===== src/rtl/core/swms_pkg.sv =====
// Shared types and constants for the sliding-window mode filter.
// No dependencies; imported by swms_front, swms_back and the top level.
`default_nettype none
package swms_pkg;

    localparam int MAX_WINDOW  = 32;
    localparam int WIN_IDX_W   = $clog2(MAX_WINDOW);
    localparam int WIN_SIZE_W  = 6;
    localparam int SAMPLE_W    = 8;
    localparam int TOTAL_W     = 32;
    localparam logic [WIN_SIZE_W-1:0] WIN_SIZE_RESET = 6'd4;

    typedef struct packed {
        logic [SAMPLE_W-1:0] sample;
        logic                restart;
    } t_item;

    typedef struct packed {
        logic [SAMPLE_W-1:0] mode;
        logic [TOTAL_W-1:0]  total;
    } t_result;

    typedef struct packed {
        logic take;
        logic push;
        logic busy;
    } t_back_status;

    typedef enum logic [1:0] {
        ST_IDLE,
        ST_SEARCH,
        ST_EMIT
    } t_back_state;

endpackage
`default_nettype wire


===== src/rtl/core/swms_front.sv =====
// Front end: two-entry input queue that accepts samples and hands them to the back end.
// Depends on swms_pkg.
`default_nettype none
module swms_front
    import swms_pkg::*;
(
    input  wire logic  i_clk,
    input  wire logic  i_rst_n,
    input  wire logic  i_push,
    input  wire t_item i_item,
    output logic       o_full,
    output logic       o_valid,
    output t_item      o_item,
    input  wire logic  i_take
);

    t_item      r_mem [2];
    logic       r_wptr;
    logic       r_rptr;
    logic [1:0] r_count;
    logic       w_wr;
    logic       w_rd;

    assign o_full  = (r_count == 2'd2);
    assign o_valid = (r_count != 2'd0);
    assign o_item  = r_mem[r_rptr];
    assign w_wr    = i_push && !o_full;
    assign w_rd    = i_take && o_valid;

    always_ff @(posedge i_clk) begin
        if (!i_rst_n) begin
            r_wptr  <= 1'b0;
            r_rptr  <= 1'b0;
            r_count <= 2'd0;
        end else begin
            if (w_wr) begin
                r_wptr <= !r_wptr;
            end
            if (w_rd) begin
                r_rptr <= !r_rptr;
            end
            r_count <= r_count + 2'(w_wr) - 2'(w_rd);
        end
    end

    always_ff @(posedge i_clk) begin
        if (w_wr) begin
            r_mem[r_wptr] <= i_item;
        end
    end

endmodule
`default_nettype wire


===== src/rtl/core/swms_back.sv =====
// Back end: window delay line, mode search over the window, running sum and result queue.
// Depends on swms_pkg.
`default_nettype none
module swms_back
    import swms_pkg::*;
(
    input  wire logic                  i_clk,
    input  wire logic                  i_rst_n,
    input  wire logic                  i_clear,
    input  wire logic [WIN_SIZE_W-1:0] i_window,
    input  wire logic                  i_item_valid,
    input  wire t_item                 i_item,
    input  wire logic                  i_pop,
    output logic                       o_empty,
    output t_result                    o_result,
    output t_back_status               o_status
);

    t_back_state           r_state;
    t_back_state           n_state;
    logic [SAMPLE_W-1:0]   r_line [MAX_WINDOW];
    logic [WIN_SIZE_W-1:0] r_fill;
    logic [TOTAL_W-1:0]    r_sum;
    logic [WIN_IDX_W-1:0]  r_j;
    logic [WIN_SIZE_W-1:0] r_best_cnt;
    logic [SAMPLE_W-1:0]   r_best_val;
    t_result               r_q [2];
    logic                  r_qw;
    logic                  r_qr;
    logic [1:0]            r_qcnt;

    logic                  w_take;
    logic                  w_push;
    logic                  w_pop;
    logic [WIN_SIZE_W-1:0] w_fill_base;
    logic [WIN_SIZE_W-1:0] w_fill_next;
    logic [MAX_WINDOW-1:0] w_match;
    logic [SAMPLE_W-1:0]   w_cand;
    logic [WIN_SIZE_W-1:0] w_cnt;
    logic                  w_better;
    logic                  w_last;
    logic [TOTAL_W-1:0]    w_sum_new;

    assign w_take      = (r_state == ST_IDLE) && i_item_valid;
    assign w_push      = (r_state == ST_EMIT) && (r_qcnt != 2'd2);
    assign w_pop       = i_pop && !o_empty;
    assign w_fill_base = i_item.restart ? '0 : r_fill;
    assign w_fill_next = (w_fill_base >= i_window) ? w_fill_base : w_fill_base + 1'b1;
    assign w_cand      = r_line[r_j];
    assign w_last      = (r_j == WIN_IDX_W'(i_window - 1'b1));
    assign w_sum_new   = r_sum + TOTAL_W'(r_best_val);

    // count how often the candidate occurs inside the active window
    always_comb begin
        for (int k = 0; k < MAX_WINDOW; k++) begin
            w_match[k] = (WIN_SIZE_W'(k) < i_window) && (r_line[k] == w_cand);
        end
    end
    assign w_cnt    = WIN_SIZE_W'($countones(w_match));
    assign w_better = (w_cnt > r_best_cnt) || ((w_cnt == r_best_cnt) && (w_cand < r_best_val));

    assign o_empty  = (r_qcnt == 2'd0);
    assign o_result = r_q[r_qr];
    assign o_status = '{take: w_take, push: w_push, busy: (r_state != ST_IDLE)};

    always_comb begin
        n_state = r_state;
        unique case (r_state)
            ST_IDLE: begin
                if (w_take && (w_fill_next >= i_window)) begin
                    n_state = ST_SEARCH;
                end
            end
            ST_SEARCH: begin
                if (w_last) begin
                    n_state = ST_EMIT;
                end
            end
            ST_EMIT: begin
                if (w_push) begin
                    n_state = ST_IDLE;
                end
            end
            default: n_state = ST_IDLE;
        endcase
    end

    always_ff @(posedge i_clk) begin
        if (!i_rst_n) begin
            r_state <= ST_IDLE;
        end else begin
            r_state <= n_state;
        end
    end

    always_ff @(posedge i_clk) begin
        if (!i_rst_n) begin
            r_fill <= '0;
            r_sum  <= '0;
        end else if (i_clear) begin
            r_fill <= '0;
            r_sum  <= '0;
        end else if (w_take) begin
            r_fill <= w_fill_next;
            if (i_item.restart) begin
                r_sum <= '0;
            end
        end else if (w_push) begin
            r_sum <= w_sum_new;
        end
    end

    // advance the delay line and run the search
    always_ff @(posedge i_clk) begin
        if (w_take) begin
            r_line[0] <= i_item.sample;
            for (int k = 1; k < MAX_WINDOW; k++) begin
                r_line[k] <= r_line[k-1];
            end
            r_j        <= '0;
            r_best_cnt <= '0;
            r_best_val <= '0;
        end else if (r_state == ST_SEARCH) begin
            r_j <= r_j + 1'b1;
            if (w_better) begin
                r_best_cnt <= w_cnt;
                r_best_val <= w_cand;
            end
        end
    end

    always_ff @(posedge i_clk) begin
        if (!i_rst_n) begin
            r_qw   <= 1'b0;
            r_qr   <= 1'b0;
            r_qcnt <= 2'd0;
        end else begin
            if (w_push) begin
                r_qw <= !r_qw;
            end
            if (w_pop) begin
                r_qr <= !r_qr;
            end
            r_qcnt <= r_qcnt + 2'(w_push) - 2'(w_pop);
        end
    end

    always_ff @(posedge i_clk) begin
        if (w_push) begin
            r_q[r_qw] <= '{mode: r_best_val, total: w_sum_new};
        end
    end

endmodule
`default_nettype wire


===== src/rtl/core/sliding_window_mode_sum.sv =====
// Top level of the sliding-window mode filter: config register, front queue, back end.
// Depends on swms_pkg, swms_front and swms_back.
`default_nettype none
// Sliding-window mode filter. Samples enter through a queue-style port (push/full) and
// results leave through another (empty/pop). Each sample shifts into a window of the last
// window_size samples (0 acts as 1, above 32 acts as 32); once the window is full, each
// sample yields the smallest most frequent value in the window and the running sum of
// all modes since restart, modulo 2^32. Until the window fills, a sample yields nothing.
// The restart flag clears the window fill and the sum before its sample is taken; a
// config write does the same and sets the new window size, and must be issued only while
// the block is idle. In the back end, a sample that does not fill the window is taken in
// the idle state only; one that yields a result then runs the mode search, which visits
// one window position per cycle and counts that value across the whole window with a
// compare-and-popcount unit, then waits in the emit state for room in the result queue.
// Two-entry input and result queues decouple the back end from both neighbors.
module sliding_window_mode_sum
    import swms_pkg::*;
(
    input  wire logic                  i_clk,
    input  wire logic                  i_rst_n,
    input  wire logic                  push,
    output logic                       full,
    input  wire logic [SAMPLE_W-1:0]   i_sample,
    input  wire logic                  i_restart,
    output logic                       empty,
    input  wire logic                  pop,
    output logic [SAMPLE_W-1:0]        o_window_mode,
    output logic [TOTAL_W-1:0]         o_mode_total,
    input  wire logic                  i_cfg_valid,
    output logic                       o_cfg_ready,
    input  wire logic [WIN_SIZE_W-1:0] i_cfg_window_size
);

    logic [WIN_SIZE_W-1:0] r_window_size;
    logic [WIN_SIZE_W-1:0] w_window;
    logic                  w_cfg_wr;
    logic                  w_item_valid;
    t_item                 w_item;
    t_result               w_result;
    t_back_status          w_status;

    // config is always taken; the caller only writes while idle
    assign o_cfg_ready = 1'b1;
    assign w_cfg_wr    = i_cfg_valid && o_cfg_ready;

    always_ff @(posedge i_clk) begin
        if (!i_rst_n) begin
            r_window_size <= WIN_SIZE_RESET;
        end else if (w_cfg_wr) begin
            r_window_size <= i_cfg_window_size;
        end
    end

    // clamp the window to 1..MAX_WINDOW
    always_comb begin
        priority if (r_window_size == '0) begin
            w_window = WIN_SIZE_W'(1);
        end else if (r_window_size > WIN_SIZE_W'(MAX_WINDOW)) begin
            w_window = WIN_SIZE_W'(MAX_WINDOW);
        end else begin
            w_window = r_window_size;
        end
    end

    swms_front u_front (
        .i_clk   (i_clk),
        .i_rst_n (i_rst_n),
        .i_push  (push),
        .i_item  ('{sample: i_sample, restart: i_restart}),
        .o_full  (full),
        .o_valid (w_item_valid),
        .o_item  (w_item),
        .i_take  (w_status.take)
    );

    swms_back u_back (
        .i_clk        (i_clk),
        .i_rst_n      (i_rst_n),
        .i_clear      (w_cfg_wr),
        .i_window     (w_window),
        .i_item_valid (w_item_valid),
        .i_item       (w_item),
        .i_pop        (pop),
        .o_empty      (empty),
        .o_result     (w_result),
        .o_status     (w_status)
    );

    assign o_window_mode = w_result.mode;
    assign o_mode_total  = w_result.total;

`ifndef SYNTHESIS
    a_reset_empty: assert property (@(posedge i_clk) !i_rst_n |=> empty)
        else $error("result queue not empty after reset");
    a_take_frees: assert property (@(posedge i_clk) disable iff (!i_rst_n)
        w_status.take |=> !full)
        else $error("input queue full right after back end took a sample");
    a_push_shows: assert property (@(posedge i_clk) disable iff (!i_rst_n)
        w_status.push |=> !empty)
        else $error("result pushed but queue reads empty");
    a_take_idle: assert property (@(posedge i_clk) disable iff (!i_rst_n)
        w_status.take |-> !w_status.busy)
        else $error("sample taken while back end busy");
`endif

endmodule
`default_nettype wire

===== config.mk =====
export PLATFORM = sky130hd
export DESIGN_NAME = sliding_window_mode_sum
export DESIGN_NICKNAME = d
export VERILOG_FILES = /design/src/rtl/core/swms_pkg.sv /design/src/rtl/core/swms_front.sv /design/src/rtl/core/swms_back.sv /design/src/rtl/core/sliding_window_mode_sum.sv
export SDC_FILE = /design/constraint.sdc
export NUM_CORES = 1
export LEC_CHECK = 0
export BUFFER_PORTS_ARGS = -buffer_cell sky130_fd_sc_hd__buf_2
export CAP_MARGIN = 5
export CORE_ASPECT_RATIO = 0.9
export CORE_MARGIN = 2
export CORE_UTILIZATION = 50
export CTS_BUF_LIST = sky130_fd_sc_hd__clkbuf_16
export CTS_CLUSTER_SIZE = 30
export DETAILED_ROUTE_END_ITERATION = 10
export PLACE_DENSITY = 0.66
export SETUP_SLACK_MARGIN = 0.4
export SLEW_MARGIN = 15
export SYNTH_ARGS = -nofsm -noshare
export SYNTH_HDL_FRONTEND = slang
export SYNTH_SLANG_ARGS = --single-unit

===== constraint.sdc =====
create_clock -name i_clk -period 11.7 [get_ports i_clk]
set_clock_uncertainty 0.05 [all_clocks]
set_input_delay 2.34 -clock i_clk [delete_from_list [all_inputs] [get_ports i_clk]]
set_output_delay 2.34 -clock i_clk [all_outputs]
set_load 0.005 [all_outputs]

==> Yosys cells after proc, flatten, opt, wreduce, memory -nomap -nowiden <==
Memory sizes are Yosys's and may differ from the RTL's. A register that Yosys moved wholly into a read port is not among the register bits.
Cells that the tools add are included.
{ "totals": {"register_bits": 73, "mem_bits_rw": 354, "romBits": 0, "elab_cells": 213, "inputBits": 20, "memories": 3, "latch_bits": 0} }
{ "memory_table": {"columns": ["name", "words", "word_bits", "rd", "rd_ports_with_merged_regs", "wr", "line", "text"], "rows": [
  ["u_back.r_line", 32, 8, 33, 1, 32, "swms_back.sv:21", "logic [SAMPLE_W-1:0] r_line [MAX_WINDOW];"],
  ["u_back.r_q", 2, 40, 1, 1, 1, "swms_back.sv:27", "t_result r_q [2];"],
  ["u_front.r_mem", 2, 9, 1, 1, 1, "swms_front.sv:17", "t_item r_mem [2];"]
]} }
{ "op_classes": {"magnitude_cmp": 37, "shifts": 0, "eq_ne": 42, "mul": 0, "addsub": 39, "n_bitwise": 1, "reduce_logical": 55, "muxes": 23, "div": 0} }
{ "op_table": {"columns": ["operator", "count"], "rows": [
  ["$eq 8x8->1", 32],
  ["$lt 5x6->1 const A", 16],
  ["$mux 32", 3],
  ["$add 6x6->6", 15],
  ["$lt 4x6->1 const A", 8],
  ["$logic_and 1x1->1", 39],
  ["$add 1x1->2", 16],
  ["$add 32x8->32", 1],
  ["$lt 3x6->1 const A", 4],
  ["$mux 6", 4],
  ["$ge 6x6->1", 2],
  ["$lt 1x6->1 const A", 2],
  ["$lt 2x6->1 const A", 2],
  ["$mux 1", 10],
  ["$mux 5", 2],
  ["$lt 8x8->1", 1],
  ["$add 6x1->6 const B", 1],
  ["$eq 6x6->1", 1],
  ["$gt 6x6->1", 1],
  ["$gt 6x6->1 const B", 1],
  ["$logic_not 1->1", 6],
  ["$logic_not 6->1", 1],
  ["$mux 2", 3],
  ["$ne 2x1->1 const B", 3],
  ["16 further kinds", 23]
]} }

==> Logic depth before layout (Yosys ltp) <==
{ "depth": {"ltp_word": 14, "ltp_mapped": 36, "mapped_depth_nobuf": 33} }

==> Cells and area by module <==
A second synthesis with hierarchy kept.
{ "unflattened": {"cells_unflattened": 1657, "area_unflattened_um2": 22153.7} }
{ "by_module_without_submodules": {"columns": ["mod", "instances", "area_per_inst_um2", "cells_per_inst", "seq_area_each_um2"], "rows": [
  ["swms_back", 1, 20995.1, 1574, 11471.0],
  ["swms_front", 1, 882.1, 54, 640.6],
  ["sliding_window_mode_sum", 1, 276.5, 29, 120.1]
]} }

==> Least setup slack after synthesis <==
No wires, ideal clock.
{ "synth_timing": {"path_type": "flip-flop to flip-flop", "start": "register u_back.r_state[0]", "end": "register u_front.r_count[1]", "arrival_time_ps": 9511, "path_stages_with_launch": 11, "period_less_slack_ps": 9676, "required_time_ps": 11535, "path_slack_ps": 2024, "cell_sequence": "dfxtp_1 nor2_1 o21ai_0 clkinv_1 clkbuf_1 ha_1 inv_1 ha_1 xnor2_1 xnor2_1 and2_1"} }
{ "synth_via": {"elab_chain_len": 4} }
{ "synth_rtl": {"columns": ["item", "line", "text"], "rows": [
  ["from (decl)", "swms_back.sv:19", "t_back_state r_state;"],
  ["from (signal assigned)", "swms_back.sv:92", "r_state <= n_state;"],
  ["$logic_not 2->1", "swms_back.sv:44", "assign w_take = (r_state == ST_IDLE) && i_item_valid;"],
  ["$logic_and 1x1->1", "swms_back.sv:44", null],
  ["named net u_back.w_take", "swms_back.sv:32", "logic w_take;"],
  ["$logic_and 1x1->1", "swms_front.sv:28", "assign w_rd = i_take && o_valid;"],
  ["$sub 2x1->2", "swms_front.sv:42", "r_count <= r_count + 2'(w_wr) - 2'(w_rd);"],
  ["to (signal assigned)", "swms_front.sv:42", null],
  ["to (decl)", "swms_front.sv:20", "logic [1:0] r_count;"]
]} }
The timed path passes the listed nets, and every way through them passes these cells.
A chain may end at the register's enable or synchronous reset.

==> impl_summary.md <==
Outcome
The run finished with clean final reports.

Worst setup path
STA classifies the critical path endpoint as a flop. The register-to-register path setup slack is 1.59 ns. The longest individual stage delay on the worst path is 0.85 ns. For the worst setup path, the data arrival time is 10.48 ns. The buffer and inverter count on the worst path is 5.

STA puts the critical path data required time at 12.07 ns. On the critical path the largest part of the delay comes from adder cells. The cell type of the slowest stage on the worst timing path is dfxtp_4. The critical path's most frequent cell is fa_1. Along the worst path, the maximum fanout reaches 40. The worst setup path is of the flop to flop kind.

STA classifies the critical path startpoint as a flop.

Synth
The post-synthesis area per instance is 13.24 um2. The share of synthesized registers carrying an async set or reset is 0%. Synthesis produced a netlist whose cell count is 1717.

Of the synthesized area, sequential elements account for 53.80%. The register bit total from synthesis is 434. Counting flops with a built-in enable in the synthesized netlist gives 354. In the synthesized netlist the dominant register cell turns out to be edfxtp_1.

The netlist area before placement is 22740 um2. The number of different library cells in the post-synthesis netlist is 70. The number of nets in the synthesized netlist is 1829. The number of warnings reported in the yosys synthesis log is 0.

Drt
For this run, the detailed router's first-pass iteration total came to 6. The via density per instance is 5.964. The via total after detailed routing is 14320.

For this block, the initial DRC count from the detailed router was 1791. The aggregate routed wire length is 57.21 mm. The number of remaining DRC errors is 0. In the final routed layout, each cell accounts on average for 23.83 um. The number of nets with antenna violations after detailed routing is 0.

Die
The area of the core region is 45090 um2. Once the floorplan was initialized, standard cells occupied 50.42% of the core. The overall die area is 47200 um2. The floorplan has 74 rows. From bottom edge to top edge, the die measures 206.3 um.

During I/O placement, the number of pins put on the boundary was 63. The floorplan die width is 228.8 um.

STA
The final critical-path required period is 10.11 ns. The setup TNS after final layout is 0 ns. The total count of hold-check failures in the final report came to 0. Setup repair after global routing left no endpoint under its margin. The count of final max-slew check failures is 0.

Measured against its own limit, the worst slew margin works out to 16.77%. Setup violations remaining at the end of the flow were counted as 0. The upper clock frequency limit is 0.09891 GHz. The actual transition at the worst max-transition pin is 1.247 ns. The worst path uses 86.41% of the clock period.

GRT
The first-pass GRT wire length is 86.39 mm. The largest net degree at the start of global routing is 130. The global route total overflow is 0.

The initial antenna violation count is 0. The number of global-route vias before repair is 13778. In the global route stage, overall resource usage came out at 24.18%.

CTS
After clock tree synthesis, the clock-pin slew on the worst setup and hold paths is 0.06 ns. In this run, CTS created clock tree buffers numbering 46. TritonCTS built the clock tree. The cell chosen for the clock root is clkbuf_16. The total setup buffers inserted after CTS is 0. The clock passes through at most 3 buffers. The hold-fix buffer count after cts is 0. The post-CTS resize count is 0. The clock sink count is 434. The clock latency at the later pin of the worst-skew pair is 0.59 ns.

The H-tree generated during clock tree synthesis spans 2 levels.

Place
The detailed-placement wirelength estimate is 40.06 mm. At the end of routability-driven placement, the weighted congestion stood at 0.9858. The port buffer count is 61.

Job
Max-cap violations in this run came to 0.

Pwr
The worst IR drop on VDD is 197.7 uV. Dividing total power by cell area gives a power density of 294.6 nW/um2. In this run the static leakage power is 8.601 nW.

Cells and area
The post-layout utilization of the core is 55.47%. The top cell types in the final layout, fill and taps aside, are 354 x edfxtp_1, 233 x xnor2_1, 98 x inv_1, 77 x dfxtp_1, 71 x xor2_1. The number of nets at the end of the flow is 1869.

0 antenna diodes ended up in the layout. The area growth from synthesis to layout is 10.02%. Counting the fill cells in the layout gives 3735. In the final layout, the share of cells above drive strength 1 is 16.56%. The most common library cell in the layout ignoring fill and taps is edfxtp_1.

Min path
The min-delay analysis places its worst path in the category flop to flop.
-- kinds of logic after synthesis --
group / after synthesis / synth area share (%)
flops: 434 / 53.80
simple gates: 346 / 8.315
xor+xnor: 311 / 12.21
compound gates: 196 / 6.098
buf+inv: 186 / 3.819
mux: 151 / 9.785
fa+ha+maj: 92 / 5.955
other cells: 1 / 0.01649
-- synth_stat cells (all sizes together), types with 4 or more instances --
cell type  number  share of area (%)
xnor2         240                9.5
buf            57                1.7
o211ai         10               0.33
nand4          47                1.3
a21oi          25               0.55
a22o            7               0.27
or2             5               0.14
o21ai          30               0.66
nor3           14               0.31
mux2           60                3.0
mux2i          40                1.8
nor2b          19               0.52
nor4           28                1.1
dfxtp          80                7.0
nor3b           5               0.17
nor2           71                1.2
clkbuf         38               0.63
o2111ai         5               0.19
a22oi          37                1.2
o21a            7               0.23
and3b           4               0.15
edfxtp        354                 47
nand3          52                1.2
a31oi          28               0.80
nand2          54               0.89
a2111oi         4               0.24
inv            89                1.5
a21o           15               0.50
and3           12               0.33
mux4           51                5.1
fa             27                2.4
xor2           71                2.7
nand2b          7               0.19
o31a            4               0.15
ha             65                3.6
and2           15               0.41
or4             7               0.23
-- power by group --
part / leakage [nW] / total, mW / switching (mW) / internal (mW)
Sequential: 4.02 / 3.12 / 0.641 / 2.48
Combinational: 3.81 / 2.78 / 1.59 / 1.19
Clock: 0.770 / 1.47 / 0.612 / 0.860
-- final cells by class --
cell class	count	area (um2)	share of cell area, %
flip-flops and latches	434	12240	48.93
repair buffers	87	513.0	2.051
multi-input cells	1097	9644	38.56
inverters	91	349.1	1.396
clock buffers	47	1176	4.702
well taps	608	760.7	3.041
clock inverters	37	331.6	1.326
-- registers in the layout, summed over array words and instances, names as in the netlist, named ones only --
register,count
u_back.r_fill,6
u_front.r_count,2
u_front.r_mem,18
u_front.r_wptr,1
u_back.r_line,256
u_front.r_rptr,1
u_back.r_best_val,8
u_back.r_best_cnt,6
u_back.r_qr,1
u_back.r_qcnt,2
u_back.r_q,80
u_back.r_j,5
u_back.r_sum,32
u_back.r_state,2
r_window_size,6
u_back.r_qw,1
-- worst paths after layout --
kind	start	endpoint	depth (start not counted)
setup reg to reg	flop	u_back.r_best_val[6]$_SDFFE_PP0P_	30
setup / recovery	flop	u_back.r_best_val[6]$_SDFFE_PP0P_	30
hold reg to reg	u_back.r_fill[5]$_SDFFE_PP0P_	u_back.r_fill[5]$_SDFFE_PP0P_	2
hold / removal	u_back.r_fill[5]$_SDFFE_PP0P_	u_back.r_fill[5]$_SDFFE_PP0P_	2
-- tightest hold or removal path, cell delays in order, from the launching register on --
cell     delay (ns)
dfxtp_1        0.32
nand2_1        0.06
o31ai_1        0.06
-- layer usage --
| layer | wire length (um) | track usage [%] | vias to the layer above |
|---|---|---|---|
| met2 | 25310 | 36.86 | 653 |
| li1 | - | - | 6407 |
| met4 | 2123 | 9.276 | 2 |
| met5 | 38 | 0.6250 | - |
| met1 | 24510 | 33.87 | 7125 |
| met3 | 5220 | 5.436 | 133 |
-- per-stage QoR --
| step | power, mW | hold slack, ns | area [um2] | setup WS, ns | instances |
|---|---|---|---|---|---|
| after floorplan | 5.098 | 0.3937 | 22740 | 2.024 | 1717 |
| after global placement | 5.846 | 0.4047 | 23510 | 1.730 | 2317 |
| after detailed placement | 5.851 | 0.4185 | 23510 | 1.630 | 2317 |
| after CTS | 7.353 | 0.4308 | 25010 | 1.593 | 2401 |
| after global routing | 7.696 | 0.4663 | 25010 | 0.9141 | 2401 |
| final | 7.370 | 0.4322 | 25010 | 1.590 | 2401 |
No activity file was read; power rests on OpenSTA's default activity.
